`config.mk`:
```
export PLATFORM = sky130hd
export DESIGN_NAME = segmented_frame_address_generator
export DESIGN_NICKNAME = d
export VERILOG_FILES = /design/src/hw/rtl/sfag_pkg.sv /design/src/hw/rtl/segmented_frame_address_generator.sv
export SDC_FILE = /design/constraint.sdc
export NUM_CORES = 2
export LEC_CHECK = 0
export ABC_CLOCK_PERIOD_IN_PS = 8400
export BUFFER_PORTS_ARGS = -buffer_cell sky130_fd_sc_hd__buf_2
export CAP_MARGIN = 20
export CORE_UTILIZATION = 25
export CTS_CLUSTER_SIZE = 12
export DETAILED_ROUTE_END_ITERATION = 7
export PLACE_DENSITY = 0.39
export SYNTH_ARGS = -nofsm -noshare
export SYNTH_HDL_FRONTEND = slang
export SYNTH_SLANG_ARGS = --single-unit
```
`constraint.sdc`:
```
create_clock -name aclk -period 8.4 [get_ports aclk]
set_clock_uncertainty 0.2 [all_clocks]
set_input_delay 0.84 -clock aclk [delete_from_list [all_inputs] [get_ports aclk]]
set_output_delay 0.84 -clock aclk [all_outputs]
set_load 0.005 [all_outputs]
```
`src/hw/rtl/sfag_pkg.sv`:
```
// sfag_pkg: constants, register codes and types for the segmented frame address generator
// no dependencies; imported by segmented_frame_address_generator
`timescale 1ns / 1ps

package sfag_pkg;

    localparam int MAX_DIMENSION = 4096;
    localparam int MAX_SEGMENTS  = 64;
    localparam int ADDRESS_WIDTH = 32;

    localparam int DIM_W      = 13;
    localparam int SEGCFG_W   = 7;
    localparam int DIR_W      = 2;
    localparam int COORD_W    = 12;
    localparam int SEGCNT_W   = 6;
    localparam int SEGNUM_W   = 12;
    localparam int IDX_W      = 24;
    localparam int AREA_W     = 2 * DIM_W;
    localparam int CFG_IDX_W  = 3;
    localparam int CFG_DATA_W = 13;
    localparam int DIV_STEPS  = DIM_W;
    localparam int DIV_CNT_W  = 4;

    typedef enum logic [CFG_IDX_W-1:0] {
        REG_IMAGE_WIDTH     = 3'd0,
        REG_IMAGE_HEIGHT    = 3'd1,
        REG_SEGMENTS_ACROSS = 3'd2,
        REG_SEGMENTS_DOWN   = 3'd3,
        REG_READ_DIRECTION  = 3'd4
    } cfg_reg_t;

    typedef enum logic {
        CS_READY,
        CS_DIVIDE
    } cfg_state_t;

    typedef struct packed {
        logic [COORD_W-1:0]       row;
        logic [COORD_W-1:0]       col;
        logic [SEGNUM_W-1:0]      segment_number;
        logic                     last_in_row;
        logic                     last_in_segment;
        logic                     last_in_frame;
        logic                     config_error;
        logic [ADDRESS_WIDTH-1:0] frame_base;
    } px_stage_t;

endpackage

```
`src/hw/rtl/segmented_frame_address_generator.sv`:
```
// segmented_frame_address_generator: segment-ordered pixel address generator
// depends on sfag_pkg (constants, register codes, stage types)
`timescale 1ns / 1ps

// channel  dir  handshake          payload
// s_       in   s_valid/s_ready    s_restart
// m_       out  m_valid/m_ready    m_frame_address .. m_config_error
// cfg_     in   cfg_wr_en          cfg_index, cfg_data
//
// one beat per cycle sustained while s_ready is high; a beat reaches m_ through
// three register stages: position, pixel index multiply, frame base add
// after reset and after every register write the segment sizes come from a
// serial divider: s_ready stays low while it runs
// the three stages stall together when m_valid is high and m_ready is low
// reset is synchronous on aresetn low; control registers reset, pipeline data does not

module segmented_frame_address_generator
    import sfag_pkg::*;
(
    input  logic                     aclk,
    input  logic                     aresetn,

    input  logic                     cfg_wr_en,
    input  logic [CFG_IDX_W-1:0]     cfg_index,
    input  logic [CFG_DATA_W-1:0]    cfg_data,

    input  logic                     s_valid,
    output logic                     s_ready,
    input  logic                     s_restart,

    output logic                     m_valid,
    input  logic                     m_ready,
    output logic [ADDRESS_WIDTH-1:0] m_frame_address,
    output logic [IDX_W-1:0]         m_pixel_index,
    output logic [COORD_W-1:0]       m_pixel_row,
    output logic [COORD_W-1:0]       m_pixel_col,
    output logic [SEGNUM_W-1:0]      m_segment_number,
    output logic                     m_last_in_row,
    output logic                     m_last_in_segment,
    output logic                     m_last_in_frame,
    output logic                     m_config_error
);

    // configuration registers
    logic [DIM_W-1:0]    image_width_reg;
    logic [DIM_W-1:0]    image_height_reg;
    logic [SEGCFG_W-1:0] segments_across_reg;
    logic [SEGCFG_W-1:0] segments_down_reg;
    logic [DIR_W-1:0]    read_direction_reg;

    // divider
    cfg_state_t          cfg_state_reg, cfg_state_next;
    logic [DIV_CNT_W-1:0] div_cnt_reg;
    logic [SEGCFG_W-1:0] rem_w_reg, rem_h_reg;
    logic [DIM_W-1:0]    seg_w_reg, seg_h_reg;
    logic [DIV_CNT_W-1:0] div_bit;
    logic [SEGCFG_W:0]   shift_w, shift_h;
    logic                ge_w, ge_h;
    logic                div_busy;
    logic [AREA_W-1:0]   area_reg;

    // walk state
    logic [COORD_W-1:0]       column_step_reg, column_step_next;
    logic [COORD_W-1:0]       row_step_reg, row_step_next;
    logic [SEGCNT_W-1:0]      segment_col_reg, segment_col_next;
    logic [SEGCNT_W-1:0]      segment_row_reg, segment_row_next;
    logic [ADDRESS_WIDTH-1:0] frame_base_reg, frame_base_next;

    // pipeline
    logic                v1_reg, v2_reg, v3_reg;
    px_stage_t           st1_reg, st1_next, st2_reg;
    logic [IDX_W-1:0]    idx2_reg;
    logic                advance, accept;

    logic                cfg_bad;
    logic [COORD_W-1:0]  cs_r, rs_r;
    logic [SEGCNT_W-1:0] sc_r, sr_r;
    logic [ADDRESS_WIDTH-1:0] fb_r;
    logic [COORD_W-1:0]  cs_n, rs_n;
    logic [SEGCNT_W-1:0] sc_n, sr_n;
    logic [DIM_W-1:0]    col_off, row_off, col_full, row_full;
    logic [DIM_W-1:0]    cs_ext, rs_ext;
    logic                end_row, end_seg, end_seg_row, end_frame;

    // register writes
    always_ff @(posedge aclk) begin
        if (!aresetn) begin
            image_width_reg     <= DIM_W'(640);
            image_height_reg    <= DIM_W'(480);
            segments_across_reg <= SEGCFG_W'(1);
            segments_down_reg   <= SEGCFG_W'(1);
            read_direction_reg  <= DIR_W'(1);
        end else if (cfg_wr_en) begin
            unique case (cfg_index)
                REG_IMAGE_WIDTH:     image_width_reg     <= cfg_data;
                REG_IMAGE_HEIGHT:    image_height_reg    <= cfg_data;
                REG_SEGMENTS_ACROSS: segments_across_reg <= cfg_data[SEGCFG_W-1:0];
                REG_SEGMENTS_DOWN:   segments_down_reg   <= cfg_data[SEGCFG_W-1:0];
                REG_READ_DIRECTION:  read_direction_reg  <= cfg_data[DIR_W-1:0];
                default: ;
            endcase
        end
    end

    // restoring division, one quotient bit per cycle
    assign div_bit = DIV_CNT_W'(DIV_STEPS - 1) - div_cnt_reg;
    assign shift_w = {rem_w_reg, image_width_reg[div_bit]};
    assign shift_h = {rem_h_reg, image_height_reg[div_bit]};
    assign ge_w    = (shift_w >= {1'b0, segments_across_reg});
    assign ge_h    = (shift_h >= {1'b0, segments_down_reg});

    always_comb begin
        cfg_state_next = cfg_state_reg;
        if (cfg_wr_en) begin
            cfg_state_next = CS_DIVIDE;
        end else begin
            unique case (cfg_state_reg)
                CS_READY:  cfg_state_next = CS_READY;
                CS_DIVIDE: begin
                    if (div_cnt_reg == DIV_CNT_W'(DIV_STEPS - 1)) begin
                        cfg_state_next = CS_READY;
                    end
                end
                default:   cfg_state_next = CS_DIVIDE;
            endcase
        end
    end

    always_comb begin
        unique case (cfg_state_reg)
            CS_READY:  div_busy = 1'b0;
            CS_DIVIDE: div_busy = 1'b1;
            default:   div_busy = 1'b1;
        endcase
    end

    always_ff @(posedge aclk) begin
        if (!aresetn) begin
            cfg_state_reg <= CS_DIVIDE;
            div_cnt_reg   <= '0;
            rem_w_reg     <= '0;
            rem_h_reg     <= '0;
            seg_w_reg     <= '0;
            seg_h_reg     <= '0;
        end else begin
            cfg_state_reg <= cfg_state_next;
            if (cfg_wr_en) begin
                div_cnt_reg <= '0;
                rem_w_reg   <= '0;
                rem_h_reg   <= '0;
                seg_w_reg   <= '0;
                seg_h_reg   <= '0;
            end else if (div_busy) begin
                div_cnt_reg <= div_cnt_reg + DIV_CNT_W'(1);
                rem_w_reg   <= ge_w ? SEGCFG_W'(shift_w - {1'b0, segments_across_reg})
                                    : SEGCFG_W'(shift_w);
                rem_h_reg   <= ge_h ? SEGCFG_W'(shift_h - {1'b0, segments_down_reg})
                                    : SEGCFG_W'(shift_h);
                seg_w_reg   <= {seg_w_reg[DIM_W-2:0], ge_w};
                seg_h_reg   <= {seg_h_reg[DIM_W-2:0], ge_h};
            end
        end
    end

    always_ff @(posedge aclk) begin
        area_reg <= AREA_W'(image_width_reg) * AREA_W'(image_height_reg);
    end

    assign cfg_bad = (image_width_reg == '0) || (image_width_reg > DIM_W'(MAX_DIMENSION))
                  || (image_height_reg == '0) || (image_height_reg > DIM_W'(MAX_DIMENSION))
                  || (segments_across_reg == '0)
                  || (segments_across_reg > SEGCFG_W'(MAX_SEGMENTS))
                  || (segments_down_reg == '0)
                  || (segments_down_reg > SEGCFG_W'(MAX_SEGMENTS))
                  || (rem_w_reg != '0) || (rem_h_reg != '0);

    // handshake
    assign advance = !v3_reg || m_ready;
    assign s_ready = !div_busy && advance;
    assign accept  = s_valid && s_ready;

    // stage one: position within the frame and the next walk state
    always_comb begin
        cs_r = s_restart ? '0 : column_step_reg;
        rs_r = s_restart ? '0 : row_step_reg;
        sc_r = s_restart ? '0 : segment_col_reg;
        sr_r = s_restart ? '0 : segment_row_reg;
        fb_r = s_restart ? '0 : frame_base_reg;

        // stale counters fold back to zero
        cs_n = ({1'b0, cs_r} >= seg_w_reg) ? '0 : cs_r;
        rs_n = ({1'b0, rs_r} >= seg_h_reg) ? '0 : rs_r;
        sc_n = ({1'b0, sc_r} >= segments_across_reg) ? '0 : sc_r;
        sr_n = ({1'b0, sr_r} >= segments_down_reg) ? '0 : sr_r;

        cs_ext  = {1'b0, cs_n};
        rs_ext  = {1'b0, rs_n};
        col_off = read_direction_reg[0] ? cs_ext : (seg_w_reg - DIM_W'(1) - cs_ext);
        row_off = read_direction_reg[1] ? (seg_h_reg - DIM_W'(1) - rs_ext) : rs_ext;
        col_full = DIM_W'(sc_n) * seg_w_reg + col_off;
        row_full = DIM_W'(sr_n) * seg_h_reg + row_off;

        end_row     = (cs_ext + DIM_W'(1) == seg_w_reg);
        end_seg     = end_row && (rs_ext + DIM_W'(1) == seg_h_reg);
        end_seg_row = end_seg && ({1'b0, sc_n} + SEGCFG_W'(1) == segments_across_reg);
        end_frame   = end_seg_row && ({1'b0, sr_n} + SEGCFG_W'(1) == segments_down_reg);

        st1_next = '0;
        column_step_next = cs_r;
        row_step_next    = rs_r;
        segment_col_next = sc_r;
        segment_row_next = sr_r;
        frame_base_next  = fb_r;

        if (cfg_bad) begin
            st1_next.config_error = 1'b1;
        end else begin
            st1_next.row             = row_full[COORD_W-1:0];
            st1_next.col             = col_full[COORD_W-1:0];
            st1_next.segment_number  = SEGNUM_W'(sr_n) * SEGNUM_W'(segments_across_reg)
                                     + SEGNUM_W'(sc_n);
            st1_next.last_in_row     = end_row;
            st1_next.last_in_segment = end_seg;
            st1_next.last_in_frame   = end_frame;
            st1_next.frame_base      = fb_r;

            column_step_next = end_row ? '0 : cs_n + COORD_W'(1);
            row_step_next    = end_seg ? '0 : (end_row ? rs_n + COORD_W'(1) : rs_n);
            segment_col_next = end_seg_row ? '0 : (end_seg ? sc_n + SEGCNT_W'(1) : sc_n);
            segment_row_next = end_frame ? '0 : (end_seg_row ? sr_n + SEGCNT_W'(1) : sr_n);
            frame_base_next  = end_frame ? fb_r + ADDRESS_WIDTH'(area_reg) : fb_r;
        end
    end

    always_ff @(posedge aclk) begin
        if (!aresetn) begin
            column_step_reg <= '0;
            row_step_reg    <= '0;
            segment_col_reg <= '0;
            segment_row_reg <= '0;
            frame_base_reg  <= '0;
        end else if (accept) begin
            column_step_reg <= column_step_next;
            row_step_reg    <= row_step_next;
            segment_col_reg <= segment_col_next;
            segment_row_reg <= segment_row_next;
            frame_base_reg  <= frame_base_next;
        end
    end

    // pipeline valids
    always_ff @(posedge aclk) begin
        if (!aresetn) begin
            v1_reg <= 1'b0;
            v2_reg <= 1'b0;
            v3_reg <= 1'b0;
        end else if (advance) begin
            v1_reg <= accept;
            v2_reg <= v1_reg;
            v3_reg <= v2_reg;
        end
    end

    // stage two: pixel index; stage three: frame address
    always_ff @(posedge aclk) begin
        if (advance) begin
            st1_reg  <= st1_next;
            st2_reg  <= st1_reg;
            idx2_reg <= IDX_W'(st1_reg.row) * IDX_W'(image_width_reg) + IDX_W'(st1_reg.col);

            m_frame_address   <= st2_reg.frame_base + ADDRESS_WIDTH'(idx2_reg);
            m_pixel_index     <= idx2_reg;
            m_pixel_row       <= st2_reg.row;
            m_pixel_col       <= st2_reg.col;
            m_segment_number  <= st2_reg.segment_number;
            m_last_in_row     <= st2_reg.last_in_row;
            m_last_in_segment <= st2_reg.last_in_segment;
            m_last_in_frame   <= st2_reg.last_in_frame;
            m_config_error    <= st2_reg.config_error;
        end
    end

    assign m_valid = v3_reg;

endmodule
```
Yosys cells after proc, flatten, opt, wreduce, memory -nomap -nowiden
Index checks and enable logic that the tools add are counted.
- register bits after elaboration: 448
- output and inout port bits: 98
- word-level logic and storage cells: 159
- $add $sub $neg: 22
- $mul: 5
- $lt $le $gt $ge: 11
- equality and inequality tests: 9
- multiplexer cells: 34
- bitwise gates (word level): 2
- reductions and logical operators: 30
- operator list (kind ; count):
    $mux W12 ; 11
    $mux W32 ; 3
    $mux W6 ; 10
    $add A32 B24 Y32 ; 1
    $add A32 B26 Y32 ; 1
    $add A12 B1 Y13 const B ; 2
    $eq A13 B13 Y1 ; 2
    $ge A12 B13 Y1 ; 2
    $gt A13 B13 Y1 const B ; 2
    $logic_not A13 Y1 ; 2
    $mul A13 B13 Y26 ; 1
    $mul A6 B13 Y12 ; 2
    $add A12 B1 Y12 const B ; 2
    $add A12 B12 Y12 ; 2
    $add A24 B12 Y24 ; 1
    $mul A12 B13 Y24 ; 1
    $sub A12 B1 Y12 const B ; 2
    $sub A12 B12 Y12 ; 2
    $ge A8 B7 Y1 ; 2
    $add A6 B1 Y7 const B ; 2
    $eq A7 B7 Y1 ; 2
    $ge A6 B7 Y1 ; 2
    $gt A7 B7 Y1 const B ; 2
    $logic_not A7 Y1 ; 2
    other kinds (23) ; 52

Logic depth before layout (Yosys ltp)
- word-level depth: 11
- gate-level depth with buffers: 35
- gate-level depth less buffers: 32

Worst setup path before layout
OpenSTA, ideal clock, no wires.
- path type: input-to-reg
- start point: in s_restart
- end point: reg st1_reg[71] in the netlist's numbering, data pin
- data arrival time: 7167 ps
- data required time: 7934 ps
- setup slack: 767 ps
- stages on the path: 30
- buffers on the path: 7
- path through: buf_2 > buf_2 > buf_1 > clkbuf_1 > clkbuf_1 > nor2b_1 > ha_1 > o211a_1 > a21oi_1 > o21a_1 > clkbuf_1 > clkbuf_1 > nand2_1 > fa_1 > fa_1 > inv_1 > fa_1 > inv_1 > fa_1 > inv_1 > ha_1 > inv_1 > o21bai_1 > a21oi_1 > o21bai_1 > a21oi_1 > o21ai_0 > xnor2_1 > xnor2_1 > nor2_1
- word-level cells in the longest chain between the ends: 6
- RTL lines (item ; line ; text):
    start: declaration ; segmented_frame_address_generator.sv:29 ; input logic s_restart,
    parallel branches: the longest is 5 deep, another holds $mul A6 B13 Y12 ; -- ;
    $add A12 B12 Y12 (*) ; segmented_frame_address_generator.sv:201 ; row_full = DIM_W'(sr_n) * seg_h_reg + row_off;
    end signal: assignment ; segmented_frame_address_generator.sv:267 ; st1_reg <= st1_next;
    end: declaration ; segmented_frame_address_generator.sv:71 ; px_stage_t st1_reg, st1_next, st2_reg;
Mark *: on every way between the ends.
A chain may end at the register's enable or synchronous reset.

Worst setup path in the final report
- start point: reg seg_w_reg[4]
- end point: reg st1_reg[59] in the netlist's numbering, data pin
- word-level cells in the longest chain between the ends: 5
- RTL lines (item ; line ; text):
    start: declaration ; segmented_frame_address_generator.sv:55 ; logic [DIM_W-1:0] seg_w_reg, seg_h_reg;
    start signal: assignment ; segmented_frame_address_generator.sv:159 ; seg_w_reg <= {seg_w_reg[DIM_W-2:0], ge_w};
    $ge A12 B13 Y1 ; segmented_frame_address_generator.sv:191 ; cs_n = ({1'b0, cs_r} >= seg_w_reg) ? '0 : cs_r;
    $mux W12 ; segmented_frame_address_generator.sv:191 ;
    $sub A12 B12 Y12 ; segmented_frame_address_generator.sv:198 ; col_off = read_direction_reg[0] ? cs_ext : (seg_w_reg - DIM_W'(1) - cs_ext);
    $mux W12 ; segmented_frame_address_generator.sv:198 ;
    $add A12 B12 Y12 (*) ; segmented_frame_address_generator.sv:200 ; col_full = DIM_W'(sc_n) * seg_w_reg + col_off;
Every way passes the cells marked *; elsewhere a longest branch is shown, timed or not.

==> impl_metrics.tcl <==
set metrics [dict create \
    outcome "complete, no violations" \
    ctsLongestPathBuffers 3 \
    worst_path_dominant_cell_family "compound AO/OA/AOI/OAI gates" \
    cts.sinks 448 \
    syn_area_per_cell_um2 9.53 \
    ff_latch_area_um2 11600 \
    min_period_ps 7110 \
    initial_core_util_pct 25.3 \
    holdCritPathClass "flip-flop to flip-flop" \
    dr.pass1.iters 5 \
    antenna_found_initial 14 \
    setup.worst_path.class "flip-flop to flip-flop" \
    setup_tns_ps 0 \
    ys_ff_latch 448 \
    ant_nets 0 \
    slew_headroom_pct 29.2 \
    rows 143 \
    grt_overflow_total 0 \
    synth_cell_types 84 \
    yosys_warnings 0 \
    setup_violations 0 \
    crit_fanout 8 \
    hold_viol 0 \
    final_cell_area_um2 43800 \
    clkLatencyLatePin_ps 690 \
    cts_tree "built" \
    core_area_um2 152000 \
    route.vias.total 29086 \
    fmax_mhz 141 \
    grt_pass1_vias 29772 \
    drc 0 \
    ctsHoldBuffers 0 \
    syn_nets 4746 \
    required_ps 8600 \
    cts_buffers 60 \
    max-cap-violations 0 \
    max-vdd-ir-drop_uv 301 \
    cpMostUsedCell "o21ai_0" \
    place_hpwl_um 96800 \
    synth_edf_count 264 \
    fin_crit_sh_pct 84.7 \
    end_kind "flip-flop" \
    multi_input_area_um2 24400 \
    path_buf_inv 3 \
    post_cts_buffers 0 \
    clk_pin_slew_ps 60 \
    n_fill_cell 16237 \
    final_nets 4834 \
    gr-usage-all-layers_pct 16.2 \
    ys.flop_type "edfxtp_1" \
    grt_max_degree 71 \
    rsz0062_at_grt "false" \
    layout_common_cells "inv_1, nand2_1, fa_1, ha_1, edfxtp_1" \
    vias_per_cell 4.68 \
    syn2layout_area_growth_pct 13.7 \
    die_area_um2 156000 \
    tightest_slew_ps 1050 \
    clockRootBuffer "clkbuf_16" \
    drive_gt1_share_pct 8.72 \
    die_x_um 395 \
    io_pins 120 \
    regToRegSetupSlack_ps 1290 \
    syn_area_um2 38500 \
    power.density_nw_per_um2 157 \
    slowest_delay_ps 560 \
    ys_async_sr_fraction_pct 0 \
    leakagePower_nw 20.4 \
    fp.dieH_um 395 \
    start_kind "flip-flop" \
    hold_slack_ps 211 \
    dpl-instance-area_um2 41700 \
    ctsHtreeMaxLevel 2 \
    final_common_cell "inv_1" \
    grt_pass1_wl_um 191000 \
    netlist_instances 4045 \
    drt_wl_total_um 127000 \
    slew_viol_final 0 \
    detail_route.wl_per_cell_um 20.4 \
    seq_area_frac_synth_pct 30.1 \
    globalplace.congestion 0.853 \
    port_buffers 119 \
    drt-initial-drc-count 1638 \
    crit_slowest_cell "dfxtp_1" \
    critPathArrivalTime_ps 7310 \
    cts_resized 0 \
]
cell families after synthesis:
group / Yosys count / synth area share, %
buffers and inverters: 683 / 6.70
flip-flops: 448 / 30.1
AO/OA/AOI/OAI: 587 / 9.87
adder cells (fa/ha/maj): 679 / 28.7
AND/OR/NAND/NOR: 1361 / 17.4
multiplexers: 69 / 2.01
XOR/XNOR: 218 / 5.13
power by group:
group	switching, mW	total [mW]	leakage (nW)	internal (mW)
Clock	1.10	2.71	0.996	1.61
Combinational	1.08	1.64	14.7	0.559
Sequential	0.107	2.53	4.74	2.42
worst register-to-register path: cells and delay by family (launching register included):
| kind | cells | cell delay, ps |
|---|---|---|
| AO/OA/AOI/OAI | 13 | 2530 |
| adder cells (fa/ha/maj) | 5 | 1720 |
| AND/OR/NAND/NOR | 6 | 950 |
| flip-flops | 1 | 560 |
| buffers and inverters | 3 | 550 |
| XOR/XNOR | 1 | 300 |
stage by stage:
step	instances	util, %	total power, mW	setup slack, ps
floorplan	4045	-	3.59	767
global placement	6101	27.4	4.24	1010
detailed placement	6101	27.4	4.23	914
CTS	6215	28.7	7.00	1340
global route	6215	28.7	7.23	688
finish	6218	28.7	6.88	1290
path summary, 6_finish.rpt:
path,startpoint,endpoint,cells past startpoint
min,st1_reg[13],st2_reg[13],0
min reg2reg,st1_reg[13],st2_reg[13],0
max,seg_w_reg[4],st1_reg[59],28
max reg2reg,seg_w_reg[4],st1_reg[59],28
routing by layer:
| layer | vias up | wire (um) | track usage (%) |
|---|---|---|---|
| li1 | 13791 | - | - |
| met1 | 14467 | 57500 | 21.6 |
| met2 | 645 | 59300 | 26.9 |
| met3 | 177 | 5820 | 2.23 |
| met4 | 6 | 4040 | 5.01 |
| met5 | - | 34 | 0 |
layout make-up:
type | instances | share of cell area [%]
Multi-Input combinational cell | 2914 | 55.6
Clock buffer | 74 | 3.66
Inverter | 487 | 4.19
Antenna cell | 3 | 0.0171
Tap cell | 2030 | 5.80
Sequential cell | 448 | 26.5
Timing Repair Buffer | 222 | 3.18
Clock inverter | 40 | 1.07
synthesized netlist by cell type (46+ instances only):
| library cell | count | share of area [%] |
|---|---|---|
| nor3_1 | 103 | 1.3 |
| ha_1 | 335 | 11 |
| mux2i_1 | 57 | 1.5 |
| a21o_1 | 46 | 0.90 |
| and3_1 | 54 | 0.88 |
| inv_1 | 478 | 4.7 |
| nand2_1 | 472 | 4.6 |
| o21ai_0 | 109 | 1.4 |
| nand3_1 | 65 | 0.84 |
| edfxtp_1 | 264 | 21 |
| fa_1 | 344 | 18 |
| and2_1 | 224 | 3.6 |
| xor2_1 | 59 | 1.3 |
| nor2b_1 | 65 | 1.1 |
| xnor2_1 | 154 | 3.5 |
| clkbuf_1 | 176 | 1.7 |
| dfxtp_1 | 184 | 9.6 |
| a21oi_1 | 176 | 2.3 |
| nor2_1 | 216 | 2.1 |
No activity file was read; power rests on OpenSTA's default activity.
